==> src/design/sbts_pkg.sv <==
// Package for the sorted bitrate table select block.
// Holds field widths, action codes and the sequencer state type; no dependencies.
package sbts_pkg;

   localparam int RATE_W         = 24;
   localparam int TPUT_W         = 32;
   localparam int ACTION_W       = 2;
   localparam int STORED_COUNT_W = 5;
   localparam int REQ_DATA_W     = 56;
   localparam int RSP_DATA_W     = 32;

   localparam logic [ACTION_W-1:0] ACT_INSERT = 2'd0;
   localparam logic [ACTION_W-1:0] ACT_SELECT = 2'd1;
   localparam logic [ACTION_W-1:0] ACT_CLEAR  = 2'd2;

   typedef enum logic [2:0] {
      ST_IDLE,
      ST_INS_RD,
      ST_INS_CMP,
      ST_SEL_RD,
      ST_SEL_CMP,
      ST_DONE
   } state_type;

endpackage

==> src/design/sbts_ram.sv <==
// Generic single-write, single-read RAM with a registered read port.
// Depends on nothing; width and depth are parameters.
module sbts_ram #(
   parameter int WIDTH = 24,
   parameter int DEPTH = 16
) (
   input  logic                     clock,
   input  logic                     wr_en,
   input  logic [$clog2(DEPTH)-1:0] wr_addr,
   input  logic [WIDTH-1:0]         wr_data,
   input  logic [$clog2(DEPTH)-1:0] rd_addr,
   output logic [WIDTH-1:0]         rd_data
);

   logic [WIDTH-1:0] mem_ff [DEPTH];
   logic [WIDTH-1:0] rd_data_ff;

   always_ff @(posedge clock) begin
      if (wr_en) begin
         mem_ff[wr_addr] <= wr_data;
      end
      rd_data_ff <= mem_ff[rd_addr];
   end

   assign rd_data = rd_data_ff;

endmodule

==> src/design/sorted_bitrate_table_select.sv <==
// Top level of the sorted bitrate table select block.
// Depends on sbts_pkg and sbts_ram.
//
// The block keeps an ascending table of up to MAX_RATES bitrates in a RAM and
// handles one transfer at a time, with req_tready high only while idle. A
// single read port and one 3*rate versus 2*throughput comparator are stepped
// by a small sequencer, one table entry visited at a time. An insert walks
// down from the top of the table, moving each larger or equal entry up one
// slot, until it reaches the insert position or the bottom slot. A select
// walks up from the smallest entry and stops at the first entry that fails
// the comparison or after the last one. Clear, unused codes, a full-table
// insert and a select on an empty table visit no table entry. A finished
// result waits in an output register, so the next request transfer is taken
// while it is still pending; the result of that next item then waits in the
// sequencer until rsp_tready frees the output register.
module sorted_bitrate_table_select #(
   parameter int MAX_RATES = 16
) (
   input  logic                               clock,
   input  logic                               reset,
   // req_tdata: new_rate [23:0], throughput [55:24].
   input  logic [sbts_pkg::REQ_DATA_W-1:0]    req_tdata,
   // req_tuser: action [1:0].
   input  logic [sbts_pkg::ACTION_W-1:0]      req_tuser,
   input  logic                               req_tvalid,
   output logic                               req_tready,
   // rsp_tdata: chosen_rate [23:0], table_empty [24], insert_dropped [25],
   // stored_count [30:26], zero [31].
   output logic [sbts_pkg::RSP_DATA_W-1:0]    rsp_tdata,
   output logic                               rsp_tvalid,
   input  logic                               rsp_tready
);

   localparam int ADDR_W = $clog2(MAX_RATES);
   localparam int CNT_W  = $clog2(MAX_RATES + 1);
   localparam int LIM_W  = sbts_pkg::TPUT_W + 1;
   localparam logic [CNT_W-1:0] CNT_MAX = CNT_W'(MAX_RATES);
   localparam logic [CNT_W-1:0] CNT_ONE = CNT_W'(1);

   sbts_pkg::state_type state_ff, state_in;

   logic [CNT_W-1:0]                count_ff, count_in;
   logic [CNT_W-1:0]                idx_ff, idx_in;
   logic [sbts_pkg::RATE_W-1:0]     rate_ff, rate_in;
   logic [LIM_W-1:0]                limit_ff, limit_in;
   logic [sbts_pkg::RATE_W-1:0]     best_ff, best_in;
   logic                            dropped_ff, dropped_in;
   logic                            rsp_valid_ff, rsp_valid_in;
   logic [sbts_pkg::RSP_DATA_W-1:0] rsp_data_ff, rsp_data_in;

   logic                            ram_wr_en;
   logic [ADDR_W-1:0]               ram_wr_addr;
   logic [sbts_pkg::RATE_W-1:0]     ram_wr_data;
   logic [ADDR_W-1:0]               ram_rd_addr;
   logic [sbts_pkg::RATE_W-1:0]     ram_rd_data;

   logic [sbts_pkg::RATE_W+1:0]     triple;
   logic                            rate_pass;
   logic [CNT_W-1:0]                idx_dec;
   logic [CNT_W-1:0]                idx_inc;
   logic [sbts_pkg::STORED_COUNT_W-1:0] stored_count;

   sbts_ram #(
      .WIDTH(sbts_pkg::RATE_W),
      .DEPTH(MAX_RATES)
   ) u_table (
      .clock  (clock),
      .wr_en  (ram_wr_en),
      .wr_addr(ram_wr_addr),
      .wr_data(ram_wr_data),
      .rd_addr(ram_rd_addr),
      .rd_data(ram_rd_data)
   );

   assign triple    = {2'b00, ram_rd_data} + {1'b0, ram_rd_data, 1'b0};
   assign rate_pass = LIM_W'(triple) <= limit_ff;
   assign idx_dec   = idx_ff - CNT_ONE;
   assign idx_inc   = idx_ff + CNT_ONE;

   generate
      if (CNT_W >= sbts_pkg::STORED_COUNT_W) begin : g_cnt_trunc
         assign stored_count = count_ff[sbts_pkg::STORED_COUNT_W-1:0];
      end else begin : g_cnt_ext
         assign stored_count = {{(sbts_pkg::STORED_COUNT_W-CNT_W){1'b0}}, count_ff};
      end
   endgenerate

   always_comb begin
      state_in     = state_ff;
      count_in     = count_ff;
      idx_in       = idx_ff;
      rate_in      = rate_ff;
      limit_in     = limit_ff;
      best_in      = best_ff;
      dropped_in   = dropped_ff;
      rsp_valid_in = rsp_valid_ff & ~rsp_tready;
      rsp_data_in  = rsp_data_ff;
      ram_wr_en    = 1'b0;
      ram_wr_addr  = idx_ff[ADDR_W-1:0];
      ram_wr_data  = rate_ff;
      ram_rd_addr  = idx_ff[ADDR_W-1:0];
      req_tready   = 1'b0;

      unique case (state_ff)
         sbts_pkg::ST_IDLE: begin
            req_tready = 1'b1;
            if (req_tvalid) begin
               rate_in    = req_tdata[sbts_pkg::RATE_W-1:0];
               limit_in   = {req_tdata[sbts_pkg::REQ_DATA_W-1:sbts_pkg::RATE_W], 1'b0};
               best_in    = '0;
               dropped_in = 1'b0;
               idx_in     = count_ff;
               state_in   = sbts_pkg::ST_DONE;
               unique case (req_tuser)
                  sbts_pkg::ACT_INSERT: begin
                     if (count_ff == CNT_MAX) begin
                        dropped_in = 1'b1;
                     end else begin
                        state_in = sbts_pkg::ST_INS_RD;
                     end
                  end
                  sbts_pkg::ACT_SELECT: begin
                     idx_in = '0;
                     if (count_ff != '0) begin
                        state_in = sbts_pkg::ST_SEL_RD;
                     end
                  end
                  sbts_pkg::ACT_CLEAR: begin
                     count_in = '0;
                  end
                  default: begin
                  end
               endcase
            end
         end
         sbts_pkg::ST_INS_RD: begin
            if (idx_ff == '0) begin
               ram_wr_en = 1'b1;
               count_in  = count_ff + CNT_ONE;
               state_in  = sbts_pkg::ST_DONE;
            end else begin
               ram_rd_addr = idx_dec[ADDR_W-1:0];
               state_in    = sbts_pkg::ST_INS_CMP;
            end
         end
         sbts_pkg::ST_INS_CMP: begin
            ram_wr_en = 1'b1;
            if (ram_rd_data >= rate_ff) begin
               ram_wr_data = ram_rd_data;
               idx_in      = idx_dec;
               state_in    = sbts_pkg::ST_INS_RD;
            end else begin
               count_in = count_ff + CNT_ONE;
               state_in = sbts_pkg::ST_DONE;
            end
         end
         sbts_pkg::ST_SEL_RD: begin
            state_in = sbts_pkg::ST_SEL_CMP;
         end
         sbts_pkg::ST_SEL_CMP: begin
            if (rate_pass || idx_ff == '0) begin
               best_in = ram_rd_data;
            end
            if (rate_pass && idx_inc != count_ff) begin
               idx_in   = idx_inc;
               state_in = sbts_pkg::ST_SEL_RD;
            end else begin
               state_in = sbts_pkg::ST_DONE;
            end
         end
         sbts_pkg::ST_DONE: begin
            if (!rsp_valid_ff || rsp_tready) begin
               rsp_valid_in = 1'b1;
               rsp_data_in  = {1'b0, stored_count, dropped_ff, count_ff == '0, best_ff};
               state_in     = sbts_pkg::ST_IDLE;
            end
         end
         default: begin
            state_in = sbts_pkg::ST_IDLE;
         end
      endcase
   end

   always_ff @(posedge clock) begin
      if (reset) begin
         state_ff     <= sbts_pkg::ST_IDLE;
         count_ff     <= '0;
         rsp_valid_ff <= 1'b0;
      end else begin
         state_ff     <= state_in;
         count_ff     <= count_in;
         rsp_valid_ff <= rsp_valid_in;
      end
   end

   always_ff @(posedge clock) begin
      idx_ff      <= idx_in;
      rate_ff     <= rate_in;
      limit_ff    <= limit_in;
      best_ff     <= best_in;
      dropped_ff  <= dropped_in;
      rsp_data_ff <= rsp_data_in;
   end

   assign rsp_tvalid = rsp_valid_ff;
   assign rsp_tdata  = rsp_data_ff;

endmodule

==> config.mk <==
export PLATFORM = sky130hd
export DESIGN_NAME = sorted_bitrate_table_select
export DESIGN_NICKNAME = d
export VERILOG_FILES = /design/src/design/sbts_pkg.sv /design/src/design/sbts_ram.sv /design/src/design/sorted_bitrate_table_select.sv
export SDC_FILE = /design/constraint.sdc
export NUM_CORES = 1
export LEC_CHECK = 0
export BUFFER_PORTS_ARGS = -buffer_cell sky130_fd_sc_hd__buf_2
export CAP_MARGIN = 30
export CORE_MARGIN = 8
export CORE_UTILIZATION = 54
export CTS_CLUSTER_DIAMETER = 100
export CTS_CLUSTER_SIZE = 16
export DETAILED_ROUTE_END_ITERATION = 10
export MAX_ROUTING_LAYER = met4
export PLACE_DENSITY_LB_ADDON = 0.25
export SYNTH_ARGS = -nofsm -noshare
export SYNTH_HDL_FRONTEND = slang
export SYNTH_HIERARCHICAL = 1
export SYNTH_SLANG_ARGS = --single-unit
==> constraint.sdc <==
create_clock -name clock -period 10.7 [get_ports clock]
set_input_delay 1.07 -clock clock [delete_from_list [all_inputs] [get_ports clock]]
set_output_delay 1.07 -clock clock [all_outputs]
set_load 0.02 [all_outputs]
== Word-level counts from Yosys, hierarchy flattened ==
Memory sizes are Yosys's and may differ from the RTL's. A register that Yosys moved wholly into a read port is not among the register bits.
Cells that the tools add are included.

* Memory bits (writable): 384
* Flip-flop bits (word level): 126
* Memories: 1
* Word-level logic and storage cells: 87
* Output and inout port bits: 34

* Eq/ne operators: 17
* Bitwise logic cells: 2
* Add/subtract/negate cells: 4
* Mux-type cells: 34
* Reductions and logical operators: 18
* $lt $le $gt $ge: 2

{| class="wikitable"
|+ Memory list
! name !! words !! bits a word !! read ports !! clocked after memory_dff !! write ports !! RTL line !! text
|-
| u_table.mem_ff || 16 || 24 || 1 || 1 || 1 || sbts_ram.sv:15 || <nowiki>logic [WIDTH-1:0] mem_ff [DEPTH];</nowiki>
|}

{| class="wikitable"
|+ Operators by type and width
! cell !! count
|-
| $mux 24 || 4
|-
| $pmux 24 s2 || 1
|-
| $mux 5 || 8
|-
| $le 26x33->1 || 1
|-
| $pmux 5 s3 || 2
|-
| $add 24x25->26 || 1
|-
| $ge 24x24->1 || 1
|-
| $mux 3 || 7
|-
| $pmux 3 s6 || 1
|-
| $ne 2x2->1 const B || 7
|-
| $add 5x1->5 const B || 2
|-
| $logic_not 5->1 || 2
|-
| $mux 4 || 2
|-
| $mux 1 || 7
|-
| $eq 3x2->1 const B || 2
|-
| $eq 3x3->1 const B || 2
|-
| $pmux 3 s2 || 1
|-
| $reduce_and 2->1 || 3
|-
| $reduce_bool 3->1 || 2
|-
| $eq 5x5->1 const B || 1
|-
| $ne 5x5->1 || 1
|-
| $reduce_and 5->1 || 1
|-
| $reduce_bool 5->1 || 1
|-
| $sub 5x1->5 const B || 1
|-
| other kinds (15) || 16
|}

== Depth between registers and ports, before layout ==
* Depth in word-level cells: 5
* Depth in mapped cells: 19

== Hierarchy ==
Netlist, hierarchy kept.

{| class="wikitable"
|+ By module, submodules not included
! module !! times used !! area an instance (um2) !! cells an instance
|-
| sbts_ram || 1 || 14930.6 || 636
|-
| sorted_bitrate_table_select || 1 || 7400.8 || 687
|}

== Least setup slack after synthesis ==
No wires, ideal clock.

* Kind: reg2reg
* From: register u_table.rd_data_ff[1] (netlist: u_table/rd_data[1]), read port of u_table.mem_ff
* To: register best_ff[0] (netlist name) (enable)
* Library setup time: 0.382 ns
* Period minus slack after synthesis: 4.289 ns
* Stages on the path, launching flop included: 18
* Arrival time: 3.907 ns
* Path slack: 6.411 ns
* Path through: dfxtp_1 ha_1 fa_1 a21oi_1 o211ai_1 a21oi_1 o21ai_1 a311o_1 nor3_1 a21oi_1 xor2_1 ha_1 a21o_1 a21oi_1 o211ai_1 a21o_1 a31oi_1 or2_1

* Word-level cells in the longest chain between the ends: 5

{| class="wikitable"
|+ RTL lines
! element !! RTL line !! text
|-
| start: declaration || sbts_ram.sv:16 || <nowiki>logic [WIDTH-1:0] rd_data_ff;</nowiki>
|-
| $add 24x25->26 || sorted_bitrate_table_select.sv:75 || <nowiki>assign triple = {2'b00, ram_rd_data} + {1'b0, ram_rd_data, 1'b0};</nowiki>
|-
| $le 26x33->1 || sorted_bitrate_table_select.sv:76 || <nowiki>assign rate_pass = LIM_W'(triple) <= limit_ff;</nowiki>
|-
| $logic_or 1x1->1 || sorted_bitrate_table_select.sv:161 || <nowiki>if (rate_pass || idx_ff == '0) begin</nowiki>
|-
| $ne 2x2->1 (no source line) || n/a ||
|-
| $reduce_and 3->1 (no source line) || n/a ||
|-
| end signal: assignment || sorted_bitrate_table_select.sv:200 || <nowiki>best_ff <= best_in;</nowiki>
|-
| end: declaration || sorted_bitrate_table_select.sv:46 || <nowiki>logic [sbts_pkg::RATE_W-1:0] best_ff, best_in;</nowiki>
|}

No other way between the ends.
A chain may end at the register's enable or synchronous reset.

== Worst setup path after layout ==
* From: register u_table.rd_data_ff[8] (netlist: u_table/rd_data[8]), read port of u_table.mem_ff
* To: register idx_ff[3] (enable)

* Word-level cells in the longest chain between the ends: 5

{| class="wikitable"
|+ RTL lines
! element !! RTL line !! text
|-
| $add 24x25->26 || sorted_bitrate_table_select.sv:75 ||
|-
| $le 26x33->1 || sorted_bitrate_table_select.sv:76 ||
|-
| $logic_and 1x1->1 || sorted_bitrate_table_select.sv:164 || <nowiki>if (rate_pass && idx_inc != count_ff) begin</nowiki>
|-
| $ne 2x2->1 (no source line) || n/a ||
|-
| $reduce_and 4->1 (no source line) * || n/a ||
|-
| end signal: assignment || sorted_bitrate_table_select.sv:197 || <nowiki>idx_ff <= idx_in;</nowiki>
|-
| end: declaration || sorted_bitrate_table_select.sv:43 || <nowiki>logic [CNT_W-1:0] idx_ff, idx_in;</nowiki>
|}

Every way passes the cells marked *; elsewhere a longest branch is shown, timed or not.

==> flow_summary.json <==
{
  "hold_slack_ns": 0.408,
  "timing.fmax_ghz": 0.195,
  "synth_compound_area_share_pct": 6.46,
  "synthesis.area_um2": 22300,
  "wirelength_um": 50000,
  "vias": 12200,
  "cts_setup_buffers": 0,
  "path_class": "reg2reg",
  "crit_slowest_cell": "dfxtp_1",
  "antenna_found_initial": 0,
  "min_to": "rsp_tdata[20]",
  "maxSlewViolCount": 0,
  "r2r_start": "u_table/rd_data[8]",
  "setup_viol": 0,
  "crit_fanout": 6,
  "yosysWarnings": 6,
  "fin_crit_sh_pct": 48.0,
  "worstHoldPathCells": 0,
  "rr_endpoint": "idx_ff[3]",
  "clk_latency_ns": 0.56,
  "leakagePower_uw": 0.00867,
  "final_cell_mix": "edfxtp_1 (501), mux4_2 (96), buf_2 (94), nand2_1 (80), ha_1 (78)",
  "syn_inst": 1323,
  "cp_cell_sequence": "ha_1 > a2111oi_0 > nand2_1 > a21oi_1 > o211a_1 > o211ai_1 > a31oi_1 > o21bai_1 > xor2_1 > ha_1 > and3_1 > nand3_1 > nor2_1 > a31oi_1 > a32o_1 > a31oi_1 > nand2_1 > o41ai_1 > clkdlybuf4s15_2",
  "dpl.hpwl_um": 30400,
  "synth.net_count": 1464,
  "reg2reg_depth": 19,
  "fin_nets": 1575,
  "die_area_um2": 48100,
  "fin_crit_ns": 5.13,
  "synth_edf_count": 501,
  "cts_max_level": 2,
  "end_kind": "flop",
  "port_buffers": 94,
  "diodes": 0,
  "critPathMaxStageDelay_ns": 0.58,
  "regToRegSetupSlack_ns": 5.57,
  "post_dp_cell_area_um2": 23500,
  "rsz0062_at_grt": "false",
  "cts_sinks": 534,
  "grt_start_max_net_pins": 97,
  "hp-class": "reg2reg",
  "min_from": "best_ff[20]",
  "worstPathArrival_ns": 5.39,
  "cts_tree": "yes",
  "grt_overflow": 0,
  "dieHeight_um": 219,
  "synthAdderAreaFrac_pct": 4.46,
  "area_delta_synth_final_pct": 10.7,
  "ant_nets": 0,
  "clock-root-buffer": "clkbuf_16",
  "core_area_um2": 40800,
  "cp_num_buf_inv": 1,
  "pin_count": 96,
  "synthArstFlopShare_pct": 0,
  "postLayoutCellArea_um2": 24700,
  "yosys.area_share.xor_xnor_pct": 1.29,
  "drt_iter0_markers": 1143,
  "drc": 0,
  "status": "finished, final reports clean",
  "hold_viol_final": 0,
  "ys.flop_type": "edfxtp_1",
  "synthMuxAreaShare_pct": 9.78,
  "worst_pin_slew_ns": 1.03,
  "post_drt_wl_per_cell_um": 25.1,
  "synth_top_family_by_area": "multiplexers",
  "synth_cell_type_count": 72,
  "cts_buffer_depth": 3,
  "peakVddDrop_uv": 248,
  "drive_above_1_share_pct": 20.4,
  "fin_total_pwr_uw": 7610,
  "numCtsBuffers": 39,
  "cp.required_ns": 10.96,
  "synth-simple-area-share_pct": 5.38,
  "die_w_um": 219,
  "worst_slack_ns": 5.57,
  "tns_ns": 0,
  "grtUsageTotal_pct": 21.7,
  "cellPowerDensity_nw_per_um2": 308,
  "routed_via_density": 6.12,
  "post-place-ws_ns": 5.64,
  "final.setup_skew_ns": 0.0188,
  "critical_path.top_delay_family": "compound AO/OA/AOI/OAI gates",
  "start_kind": "flop",
  "rows": 74,
  "cts_resized": 0,
  "cap_violations": 0,
  "grt_pass1_wl_um": 76000,
  "first_pass_iters": 5,
  "initial_core_util_pct": 54.7,
  "grt_pass1_vias": 12500,
  "max-slew-margin-rel_pct": 31.1,
  "cpMostUsedCell": "a31oi_1",
  "synth.yosys.seq_area_share_pct": 70.3,
  "clk_pin_slew_ns": 0.08,
  "avgSynthCellArea_um2": 16.9,
  "gp_congestion": 0.900,
  "synth_seq_cells": 534,
  "hold_buffers": 0,
  "layout_commonest_cell": "edfxtp_1"
}
==> how the worst max path moves through the flow <==
stage,start,to,slack [ns],cells after the start
final,u_table/rd_data[8],idx_ff[3],5.57,19
after global placement,u_table/rd_data[8],best_ff[5],5.70,17
after global routing,u_table/rd_data[8],idx_ff[3],5.10,19
after detailed placement,u_table/rd_data[8],idx_ff[2],5.64,19
after floorplan,u_table/rd_data[1],best_ff[0],6.41,17
after CTS,u_table/rd_data[8],idx_ff[3],5.62,19
==> kinds of logic (layout without fill, tap and decap cells) <==
logic type               after synthesis  count (layout)
flip-flops                           534             534
AND/OR/NAND/NOR                      240             240
AO/OA/AOI/OAI                        221             221
buffers and inverters                117             257
multiplexers                          98              98
adder cells (fa/ha/maj)               79              79
XOR/XNOR                              33              33
other                                  1               1
==> report_power, final <==
group | leakage (uW) | internal, uW | switching, uW | total, uW
combinational | 0.00329 | 1460 | 1840 | 3290
sequential | 0.00484 | 2710 | 219 | 2930
clock | 0.000542 | 707 | 684 | 1390
==> area by class of cell <==
cell class	instances	area (um^2)
Clock buffer	67	1100
Clock inverter	3	36.3
Fill cell	2895	16100
Inverter	63	236
Multi-Input combinational cell	672	6210
Sequential cell	534	15700
Tap cell	532	666
Timing Repair Buffer	124	756
==> cell usage after synthesis (22+ instances only) <==
library cell,count,share of area [%]
clkbuf_1,30,0.50
a21oi_1,44,0.99
a22oi_1,49,1.6
edfxtp_1,501,67
mux4_2,96,9.7
ha_1,78,4.4
and3_1,23,0.64
o21ai_0,22,0.49
o21ai_1,35,0.78
nor2_1,48,0.81
nand2_1,80,1.3
a21o_1,22,0.74
dfxtp_1,33,3.0
inv_1,63,1.1
==> state kept, by name (all words and copies together) (netlist names) <==
register         flops
u_table/mem_ff     384
limit_ff            32
rsp_tdata           31
best_ff             24
rate_ff             24
u_table/rd_data     24
count_ff             5
idx_ff               5
state_ff             3
dropped_ff           1
rsp_tvalid           1
==> routing by layer <==
layer  global-route usage [%]  vias up  part of all wire, %
met5                        -        -                    0
met4                     8.12        0                  3.7
met3                     2.99      107                  7.0
met2                     35.6      498                   50
met1                     27.5     6180                   39
li1                         -     5429                    -
==> stage by stage <==
| stage | utilization (%) | instances |
|---|---|---|
| finish | 60.5 | 1995 |
| global route | 60.5 | 1995 |
| CTS | 60.4 | 1990 |
| detailed placement | 57.6 | 1920 |
| global placement | 57.5 | 1916 |
| floorplan | - | 1323 |
(Power assumes the default switching activity.)
